### src/rtl/ddd_pkg.sv
package ddd_pkg;

   localparam int DAY_W       = 5;
   localparam int MONTH_W     = 4;
   localparam int YEAR_W      = 14;
   localparam int MP_W        = 4;
   localparam int DAYNUM_W    = 22;
   localparam int DIFF_W      = 23;
   localparam int MOFF_W      = 9;
   localparam int REQ_DATA_W  = 48;
   localparam int RSP_DATA_W  = 24;

   localparam int YEAR_MAX    = 9999;
   localparam int DAYS_YEAR   = 365;

   localparam int Q100_MUL    = 5243;
   localparam int Q100_MUL_W  = 13;
   localparam int Q100_SHIFT  = 19;
   localparam int PROD_W      = YEAR_W + Q100_MUL_W;
   localparam int QUOT_W      = PROD_W - Q100_SHIFT;

   localparam int QUEUE_DEPTH_DEFAULT = 4;

   typedef struct packed {
      logic [DAY_W-1:0]  day;
      logic [MP_W-1:0]   mp;
      logic [YEAR_W-1:0] yy;
   } date_type;

   typedef struct packed {
      date_type first;
      date_type second;
      logic     incl;
      logic     err;
   } entry_type;

   function automatic logic [QUOT_W-1:0] quot100(input logic [YEAR_W-1:0] y);
      logic [PROD_W-1:0] p;
      p = PROD_W'(y) * PROD_W'(Q100_MUL);
      return p[PROD_W-1:Q100_SHIFT];
   endfunction

   function automatic logic [MOFF_W-1:0] month_offset(input logic [MP_W-1:0] mp);
      logic [MOFF_W-1:0] r;
      case (mp)
         4'd0:    r = 9'd0;
         4'd1:    r = 9'd31;
         4'd2:    r = 9'd61;
         4'd3:    r = 9'd92;
         4'd4:    r = 9'd122;
         4'd5:    r = 9'd153;
         4'd6:    r = 9'd184;
         4'd7:    r = 9'd214;
         4'd8:    r = 9'd245;
         4'd9:    r = 9'd275;
         4'd10:   r = 9'd306;
         4'd11:   r = 9'd337;
         default: r = 9'd0;
      endcase
      return r;
   endfunction

endpackage

### src/rtl/date_day_difference.sv
// Signed day count between two Gregorian dates (4/100/400 leap rule), from the
// first date to the second, one result word per request word. A new date pair
// is taken every cycle while the queue has room, as every stage of the
// closed-form day-number arithmetic takes one word per cycle unless the result
// side stalls; a request word passes the front register, the queue and the
// back's three stages on its way to the outputs. With the include flag set
// the magnitude grows by one (equal dates give +1). A date with day zero, a
// day beyond its month, a bad month or a year outside 1..9999 raises
// rsp_tuser and returns zero. A short queue between the checking front and
// the arithmetic back keeps requests flowing while the result side stalls.
module date_day_difference #(
   parameter int QUEUE_DEPTH = ddd_pkg::QUEUE_DEPTH_DEFAULT
) (
   input  logic                           clock,
   input  logic                           reset,
   input  logic                           req_tvalid,
   output logic                           req_tready,
   // first_day, first_month, first_year, second_day, second_month,
   // second_year, include_end_day, zero fill
   input  logic [ddd_pkg::REQ_DATA_W-1:0] req_tdata,
   output logic                           rsp_tvalid,
   input  logic                           rsp_tready,
   // day_difference, zero fill
   output logic [ddd_pkg::RSP_DATA_W-1:0] rsp_tdata,
   // date_error
   output logic                           rsp_tuser
);
   import ddd_pkg::*;

   logic                     push_valid, push_ready;
   logic                     pop_valid, pop_ready;
   entry_type                push_entry, pop_entry;
   logic signed [DIFF_W-1:0] diff;

   ddd_front u_front (
      .clock      (clock),
      .reset      (reset),
      .req_tvalid (req_tvalid),
      .req_tready (req_tready),
      .req_tdata  (req_tdata),
      .push_valid (push_valid),
      .push_ready (push_ready),
      .push_entry (push_entry)
   );

   ddd_queue #(
      .DEPTH (QUEUE_DEPTH)
   ) u_queue (
      .clock      (clock),
      .reset      (reset),
      .push_valid (push_valid),
      .push_ready (push_ready),
      .push_entry (push_entry),
      .pop_valid  (pop_valid),
      .pop_ready  (pop_ready),
      .pop_entry  (pop_entry)
   );

   ddd_back u_back (
      .clock     (clock),
      .reset     (reset),
      .pop_valid (pop_valid),
      .pop_ready (pop_ready),
      .pop_entry (pop_entry),
      .rsp_valid (rsp_tvalid),
      .rsp_ready (rsp_tready),
      .rsp_diff  (diff),
      .rsp_err   (rsp_tuser)
   );

   assign rsp_tdata = {{(RSP_DATA_W - DIFF_W){1'b0}}, diff};

endmodule

### src/rtl/ddd_front.sv
module ddd_front (
   input  logic                             clock,
   input  logic                             reset,
   input  logic                             req_tvalid,
   output logic                             req_tready,
   input  logic [ddd_pkg::REQ_DATA_W-1:0]   req_tdata,
   output logic                             push_valid,
   input  logic                             push_ready,
   output ddd_pkg::entry_type               push_entry
);
   import ddd_pkg::*;

   logic                  valid_ff, valid_in;
   logic [REQ_DATA_W-1:0] data_ff;
   logic [QUOT_W-1:0]     q1_ff, q2_ff;

   function automatic logic [DAY_W-1:0] month_len(input logic [MONTH_W-1:0] m,
                                                  input logic leap);
      logic [DAY_W-1:0] r;
      case (m) inside
         4'd2:                               r = leap ? 5'd29 : 5'd28;
         4'd4, 4'd6, 4'd9, 4'd11:            r = 5'd30;
         4'd1, 4'd3, 4'd5, 4'd7, 4'd8, 4'd10, 4'd12: r = 5'd31;
         default:                            r = 5'd0;
      endcase
      return r;
   endfunction

   function automatic logic date_ok(input logic [DAY_W-1:0] d,
                                    input logic [MONTH_W-1:0] m,
                                    input logic [YEAR_W-1:0] y,
                                    input logic [QUOT_W-1:0] q);
      logic [YEAR_W-1:0] qx;
      logic [YEAR_W-1:0] rem;
      logic              leap;
      qx   = YEAR_W'(q);
      rem  = y - ((qx << 6) + (qx << 5) + (qx << 2));
      leap = ((y[1:0] == 2'd0) && (rem != '0)) || ((rem == '0) && (q[1:0] == 2'd0));
      return (y != '0) && (y <= YEAR_W'(YEAR_MAX)) && (d != '0) && (d <= month_len(m, leap));
   endfunction

   function automatic date_type shift_date(input logic [DAY_W-1:0] d,
                                           input logic [MONTH_W-1:0] m,
                                           input logic [YEAR_W-1:0] y);
      date_type r;
      r.day = d;
      if (m <= 4'd2) begin
         r.mp = m + 4'd9;
         r.yy = y - 14'd1;
      end else begin
         r.mp = m - 4'd3;
         r.yy = y;
      end
      return r;
   endfunction

   logic [DAY_W-1:0]   d1, d2;
   logic [MONTH_W-1:0] m1, m2;
   logic [YEAR_W-1:0]  y1, y2;

   assign d1 = data_ff[4:0];
   assign m1 = data_ff[8:5];
   assign y1 = data_ff[22:9];
   assign d2 = data_ff[27:23];
   assign m2 = data_ff[31:28];
   assign y2 = data_ff[45:32];

   assign req_tready = !valid_ff || push_ready;
   assign valid_in   = req_tready ? req_tvalid : valid_ff;
   assign push_valid = valid_ff;

   always_comb begin
      push_entry.first  = shift_date(d1, m1, y1);
      push_entry.second = shift_date(d2, m2, y2);
      push_entry.incl   = data_ff[46];
      push_entry.err    = !date_ok(d1, m1, y1, q1_ff) || !date_ok(d2, m2, y2, q2_ff);
   end

   always_ff @(posedge clock) begin
      if (reset) begin
         valid_ff <= 1'b0;
      end else begin
         valid_ff <= valid_in;
      end
   end

   always_ff @(posedge clock) begin
      if (req_tready && req_tvalid) begin
         data_ff <= req_tdata;
         q1_ff   <= quot100(req_tdata[22:9]);
         q2_ff   <= quot100(req_tdata[45:32]);
      end
   end

endmodule

### src/rtl/ddd_queue.sv
module ddd_queue #(
   parameter int DEPTH = ddd_pkg::QUEUE_DEPTH_DEFAULT
) (
   input  logic               clock,
   input  logic               reset,
   input  logic               push_valid,
   output logic               push_ready,
   input  ddd_pkg::entry_type push_entry,
   output logic               pop_valid,
   input  logic               pop_ready,
   output ddd_pkg::entry_type pop_entry
);
   import ddd_pkg::*;

   localparam int PTR_W = (DEPTH > 1) ? $clog2(DEPTH) : 1;
   localparam int CNT_W = $clog2(DEPTH + 1);

   entry_type        mem_ff [DEPTH];
   logic [PTR_W-1:0] wr_ptr_ff, wr_ptr_in, rd_ptr_ff, rd_ptr_in;
   logic [CNT_W-1:0] count_ff, count_in;
   logic             push, pop;

   function automatic logic [PTR_W-1:0] next_ptr(input logic [PTR_W-1:0] p);
      return (p == PTR_W'(DEPTH - 1)) ? '0 : p + 1'b1;
   endfunction

   assign push_ready = (count_ff != CNT_W'(DEPTH));
   assign pop_valid  = (count_ff != '0);
   assign push       = push_valid && push_ready;
   assign pop        = pop_ready && pop_valid;
   assign pop_entry  = mem_ff[rd_ptr_ff];

   always_comb begin
      wr_ptr_in = push ? next_ptr(wr_ptr_ff) : wr_ptr_ff;
      rd_ptr_in = pop ? next_ptr(rd_ptr_ff) : rd_ptr_ff;
      count_in  = count_ff;
      if (push && !pop) begin
         count_in = count_ff + 1'b1;
      end else if (pop && !push) begin
         count_in = count_ff - 1'b1;
      end
   end

   always_ff @(posedge clock) begin
      if (reset) begin
         wr_ptr_ff <= '0;
         rd_ptr_ff <= '0;
         count_ff  <= '0;
      end else begin
         wr_ptr_ff <= wr_ptr_in;
         rd_ptr_ff <= rd_ptr_in;
         count_ff  <= count_in;
      end
   end

   always_ff @(posedge clock) begin
      if (push) begin
         mem_ff[wr_ptr_ff] <= push_entry;
      end
   end

endmodule

### src/rtl/ddd_back.sv
module ddd_back (
   input  logic                             clock,
   input  logic                             reset,
   input  logic                             pop_valid,
   output logic                             pop_ready,
   input  ddd_pkg::entry_type               pop_entry,
   output logic                             rsp_valid,
   input  logic                             rsp_ready,
   output logic signed [ddd_pkg::DIFF_W-1:0] rsp_diff,
   output logic                             rsp_err
);
   import ddd_pkg::*;

   typedef struct packed {
      logic [DAYNUM_W-1:0] mul365;
      logic [YEAR_W-3:0]   y4;
      logic [QUOT_W-1:0]   q100;
      logic [MOFF_W-1:0]   moff;
   } part_type;

   function automatic part_type split_date(input date_type dt);
      part_type r;
      r.mul365 = DAYNUM_W'(dt.yy) * DAYNUM_W'(DAYS_YEAR);
      r.y4     = dt.yy[YEAR_W-1:2];
      r.q100   = quot100(dt.yy);
      r.moff   = month_offset(dt.mp) + MOFF_W'(dt.day) - 1'b1;
      return r;
   endfunction

   function automatic logic [DAYNUM_W-1:0] day_number(input part_type p);
      return p.mul365 + DAYNUM_W'(p.y4) - DAYNUM_W'(p.q100)
             + DAYNUM_W'(p.q100 >> 2) + DAYNUM_W'(p.moff);
   endfunction

   logic                enable;
   logic                s1_valid_ff, s2_valid_ff, out_valid_ff;
   part_type            s1_a_ff, s1_b_ff;
   logic                s1_incl_ff, s1_err_ff;
   logic [DAYNUM_W-1:0] s2_n1_ff, s2_n2_ff;
   logic                s2_incl_ff, s2_err_ff;
   logic signed [DIFF_W-1:0] diff_ff, diff_in;
   logic                err_ff;

   assign enable    = !out_valid_ff || rsp_ready;
   assign pop_ready = enable;

   always_comb begin
      logic signed [DIFF_W-1:0] raw;
      raw = DIFF_W'(s2_n2_ff) - DIFF_W'(s2_n1_ff);
      if (s2_err_ff) begin
         diff_in = '0;
      end else if (s2_incl_ff) begin
         diff_in = (s2_n2_ff >= s2_n1_ff) ? raw + DIFF_W'(1) : raw - DIFF_W'(1);
      end else begin
         diff_in = raw;
      end
   end

   always_ff @(posedge clock) begin
      if (reset) begin
         s1_valid_ff  <= 1'b0;
         s2_valid_ff  <= 1'b0;
         out_valid_ff <= 1'b0;
      end else if (enable) begin
         s1_valid_ff  <= pop_valid;
         s2_valid_ff  <= s1_valid_ff;
         out_valid_ff <= s2_valid_ff;
      end
   end

   always_ff @(posedge clock) begin
      if (enable) begin
         s1_a_ff    <= split_date(pop_entry.first);
         s1_b_ff    <= split_date(pop_entry.second);
         s1_incl_ff <= pop_entry.incl;
         s1_err_ff  <= pop_entry.err;
         s2_n1_ff   <= day_number(s1_a_ff);
         s2_n2_ff   <= day_number(s1_b_ff);
         s2_incl_ff <= s1_incl_ff;
         s2_err_ff  <= s1_err_ff;
         diff_ff    <= diff_in;
         err_ff     <= s2_err_ff;
      end
   end

   assign rsp_valid = out_valid_ff;
   assign rsp_diff  = diff_ff;
   assign rsp_err   = err_ff;

endmodule

### config.mk
export PLATFORM = sky130hd
export DESIGN_NAME = date_day_difference
export DESIGN_NICKNAME = d
export VERILOG_FILES = /design/src/rtl/ddd_pkg.sv /design/src/rtl/date_day_difference.sv /design/src/rtl/ddd_front.sv /design/src/rtl/ddd_queue.sv /design/src/rtl/ddd_back.sv
export SDC_FILE = /design/constraint.sdc
export NUM_CORES = 2
export LEC_CHECK = 0
export ABC_AREA = 1
export BUFFER_PORTS_ARGS = -buffer_cell sky130_fd_sc_hd__buf_2
export CAP_MARGIN = 30
export CORE_UTILIZATION = 59
export CTS_CLUSTER_DIAMETER = 200
export DETAILED_ROUTE_END_ITERATION = 10
export PLACE_DENSITY = 0.74
export SYNTH_ARGS = -nofsm -noshare
export SYNTH_HDL_FRONTEND = slang
export SYNTH_SLANG_ARGS = --single-unit
### constraint.sdc
create_clock -name clock -period 6.91 [get_ports clock]
set_input_delay 0.691 -clock clock [delete_from_list [all_inputs] [get_ports clock]]
set_output_delay 0.691 -clock clock [all_outputs]
set_load 0.1 [all_outputs]
After elaboration in Yosys (flattened, before gate mapping):

Memories as Yosys holds them, arrays and structs flattened. A register that Yosys moved wholly into a read port is not among the register bits.
Index checks and enable logic that the tools add are counted.

* divide/modulo/power cells: 0
* reduce and logical (&&, ||, !) cells: 44
* add/subtract/negate cells: 31
* shift-type cells: 0
* mux-type cells: 22
* order comparisons: 7
* bitwise gates (word level): 0
* multipliers: 6
* eq/ne operators: 27

Operator list (count)
* 14-bit by 13-bit multiplier with 27-bit output, second input constant: 4
* 14-bit nonzero test: 4
* 23-bit two-way mux: 2
* 22-bit by 12-bit adder with 22-bit output: 2
* 22-bit by 6-bit adder with 22-bit output: 2
* 22-bit by 9-bit adder with 22-bit output: 2
* 14-bit by 9-bit multiplier with 22-bit output, second input constant: 2
* 22-bit by 8-bit subtractor with 22-bit output: 2
* 4-bit equality test, second input constant: 10
* 18-bit two-way mux: 2
* 4-bit by 3-bit equality test with 1-bit output, second input constant: 8
* 5-bit two-way mux: 6
* 14-bit by 10-bit adder with 14-bit output: 2
* 14-bit by 13-bit adder with 14-bit output: 2
* 14-bit <= comparator, second input constant: 2
* 14-bit zero test: 2
* 14-bit by 1-bit subtractor with 14-bit output, second input constant: 2
* 14-bit subtractor: 2
* 23-bit by 2-bit adder with 23-bit output, second input constant: 1
* 22-bit by 22-bit subtractor with 23-bit output: 1
* 23-bit by 2-bit subtractor with 23-bit output, second input constant: 1
* 22-bit >= comparator: 1
* 9-bit by 5-bit adder with 9-bit output: 2
* 9-bit two-way mux: 2
* other kinds (24): 71

* register bits: 248
* memories kept: 3
* memory bits (writable): 192
* input port bits: 52
* bits in latches: 0
* ROM bits: 288
* logic and storage cells: 166

Memory list
* u_queue.mem_ff: depth 4, bits a word 48, rd ports 1, clocked after memory_dff 1, wr ports 1, line ddd_queue.sv:18 `entry_type mem_ff [DEPTH];`
* (name not given): depth 16, bits a word 9, rd ports 1, clocked after memory_dff 0, wr ports 0, line ddd_pkg.sv:45 `case (mp)`
* (name not given): depth 16, bits a word 9, rd ports 1, clocked after memory_dff 0, wr ports 0, line ddd_pkg.sv:45

Depth between registers and ports, before layout:

* depth in word-level cells: 12
* mapped depth: 28
* depth with buffers taken out: 27

By module:

From an unflattened synthesis, not the netlist that was laid out.

* cell total of the unflattened synthesis: 4835
* area, all modules: 45253.4 µm²

By module, submodules not included
* ddd_back: cells each 2779, instances 1, area each 24750.0 µm²
* ddd_front: cells each 1520, instances 1, area each 12821.0 µm²
* ddd_queue: cells each 534, instances 1, area each 7671.1 µm²
* date_day_difference: cells each 2, instances 1, area each 11.3 µm²

Worst setup path before layout:

No wires, ideal clock.

* path kind: register to register
* start: register (tool-made name)
* end: register u_back.s1_a_ff[16] (netlist name), data pin
* library setup time: 0.260 ns
* arrival: 5.179 ns
* path slack: 1.471 ns
* clock period less this slack: 5.439 ns
* data required time: 6.650 ns
* stages on the path, launching flop included: 25
* path buffers: 3
* path through: dfxtp_1 -> buf_4 -> buf_2 -> buf_2 -> nand2_1 -> a32oi_1 -> ha_1 -> inv_1 -> fa_1 -> inv_1 -> fa_1 -> inv_1 -> fa_1 -> fa_1 -> inv_1 -> ha_1 -> nand2_1 -> nand2_1 -> inv_1 -> o21ai_0 -> o21ai_0 -> nand3_1 -> nand2_1 -> nand2_1 -> xnor2_1

RTL lines
* to (signal assigned): line ddd_back.sv:73 `s1_a_ff <= split_date(pop_entry.first);`
* to (decl): line ddd_back.sv:37 `part_type s1_a_ff, s1_b_ff;`

==> results.md <==
* Status: complete, no violations
* Distinct cells, synth at 53
* Final Hold Fails at 0
* DR vias at 32000
* Post-layout util at 0.647
* Root buf cell: clkbuf_16
* H-tree levels at 2
* Cts hold-fix bufs at 0
* Max-cap violations at 0
* Crit path arrival time at 6.26 ns
* Most common cell after layout, fill and taps aside: inv_1
* Final HPWL DP at 80100 um
* Filler cells at 5994
* Die height at 278 um
* Count of final max-slew check failures at 0
* Syn Inst Count at 4796
* Worst reg2reg path depth at 23
* CP startpoint kind: flip-flop
* Core footprint at 74900 sq um
* Initial antenna violation count at 0
* Setup Fix Bufs, Post-CTS at 0
* Async set or reset register ratio after synthesis at 0
* Detailed router's first-iteration violation count at 1709
* Total Routing Usage GR at 0.263
* Final ANT Viol Nets at 0
* Max FO, Critical Path at 31
* Area grow syn2layout at 7.78%
* Nature of the critical path endpoint: flip-flop
* Largest area contributor in the netlist: edfxtp_1
* GPL Wtd Cong at 0.936
* Hold depth at 1
* Req. time, crit path at 7.25 ns
* Die ar. at 77300 sq um
* Synth Flop Type: edfxtp_1
* Largest net degree at the start of global routing at 97
* Cts bufs inserted at 48
* Max Freq at 169 MHz
* RSZ-0062 raised after global routing: no
* Core Rows at 100
* Setup tns final at 0 ns
* Chip width at 278 um
* Top Ports at 79
* Synthesis Warnings at 0
* Skew-Pair Late Insertion Delay at 0.61 ns
* Final worst-path cycle share at 0.856
* CTS Sinks at 442
* Sequential-to-total area share from yosys stat at 0.292
* Minimum clock period at 5.92 ns
* Nets at 6082
* Worst Slack Setup Final at 0.992 ns
* Vias in the first global route at 33300
* Share of cells above drive strength 1 at 0.0483
* Avg Cell Area, Syn at 9.37 sq um
* Clk buf depth at 3
* Most frequent cells in the layout: inv_1 (1122), nand2_1 (716), ha_1 (691), edfxtp_1 (429), fa_1 (407)
* Netlist Area Pre-Place at 45000 sq um
* Pre-Repair DR Iteration Count at 5
* # setup viols final at 0
* DP Worst Slack at 1.07 ns
* Min Hold Slack at 0.256 ns
* Worst-Margin Slew at 0.870 ns
* Vias per cell at 5.39
* Syn_nets at 5946
* Resize count post-CTS at 0
* Synth top area cells: edfxtp_1 (29%), ha_1 (19%), fa_1 (18%)
* Residual DRC at 0
* Clock slew at reported path FFs at 0.06 ns
* N_diodes at 0
* Share of the synthesized area in the top cell type at 0.287
* Seq cells post-synth at 442
* Gr ovfl total at 0
* Min-Delay Path Class: input port to flip-flop
* Post-synth EDFFs at 429
* First-pass GRT wire length at 163000 um
* Setup CP Type: flip-flop to flip-flop
* Slew HR at 0.420
* WL final at 97900 um
* TritonCTS clock tree: built
* Skew final at 0.0300 ns
* Starting Density at 0.600
* DR WL/cell at 16.5 um
* IO Port Bufs at 76
==> flip-flops by register name (all words and copies together) (netlist names), 2 cells and up, named ones only <==
| signal | flops |
|---|---|
| u_back.rsp_diff | 23 |
| u_queue.mem_ff | 192 |
| u_back.s1_a_ff | 51 |
| u_back.s1_b_ff | 51 |
| u_front.q2_ff | 8 |
| u_back.s2_n2_ff | 22 |
| u_front.data_ff | 47 |
| u_queue.wr_ptr_ff | 2 |
| u_front.q1_ff | 8 |
| u_queue.rd_ptr_ff | 2 |
| u_queue.count_ff | 3 |
| u_back.s2_n1_ff | 22 |
==> layer usage <==
layer,global-route usage,routed length [um],vias up
met3,0.0241,3640,165
met1,0.328,41600,15300
met4,0.0813,2940,0
met5,0,0,-
met2,0.481,49700,640
li1,-,-,15900
==> final cells by class <==
cell class              count  area (sq um)  share of cell area
clock buffers              54          1250              0.0259
clock inverters            35           410             0.00847
inverters                1127          4240              0.0874
multi-input cells        3190         27400               0.566
flip-flops and latches    442         13100               0.271
well taps                 969          1210              0.0250
repair buffers            123           758              0.0156
==> through the flow <==
| stage | instance area, sq um | instances |
|---|---|---|
| floorplan | 45000 | 4796 |
| global placement | 46800 | 5850 |
| detailed placement | 46800 | 5851 |
| CTS | 48500 | 5940 |
| global route | 48500 | 5940 |
| finish | 48500 | 5940 |
==> critical path: stages, from the launching register on <==
cell     delay [ns]
dfxtp_1        0.38
inv_2          0.47
buf_4          0.30
a21oi_1        0.06
a32oi_1        0.59
ha_1           0.50
inv_1          0.11
fa_1           0.51
fa_1           0.52
inv_1          0.04
ha_1           0.27
inv_1          0.06
fa_1           0.54
inv_1          0.06
ha_1           0.34
nand2_1        0.11
a21oi_1        0.06
nor2_1         0.08
nor2_1         0.04
o21ai_0        0.14
nand3_1        0.19
nand2_1        0.11
nand2_1        0.07
xnor2_1        0.12
==> cells by family (layout without fill, tap and decap cells) <==
family	Yosys count	count (layout)	synth area share
xor gates and xnor gates	180	180	0.0351
AOI/OAI and AO/OA	633	633	0.0829
and+or+nand+nor	1278	1278	0.118
DFF	442	442	0.292
adders and majority gates	1098	1098	0.374
buffers and inverters	1164	1339	0.0979
other	1	1	0.0000834
==> Yosys cell counts, drive strengths merged, types with 7 or more instances <==
cell / number
a211oi: 19
a21o: 37
a21oi: 287
a31oi: 10
a32o: 10
a32oi: 32
buf: 19
clkbuf: 18
dfxtp: 13
edfxtp: 429
fa: 407
ha: 691
inv: 1127
nand2: 722
nand3: 148
nand3b: 10
nand4: 48
nor2: 277
nor3: 46
nor4: 17
o211ai: 10
o21a: 8
o21ai: 163
o21bai: 28
o22ai: 7
o31ai: 7
xnor2: 59
xor2: 121
==> path summary, 6_finish.rpt <==
kind                     startpoint                 end  slack [ns]
hold reg to reg   u_back.s1_incl_ff   u_back.s2_incl_ff        0.42
setup reg to reg          flip-flop  u_back.s1_a_ff[16]        0.99
setup / recovery          flip-flop  u_back.s1_a_ff[16]        0.99
hold / removal         req_tdata[4]  u_front.data_ff[4]        0.26
Power is not shown: default switching activity piles up to over one toggle a cycle in this logic, so the estimate is an artifact.
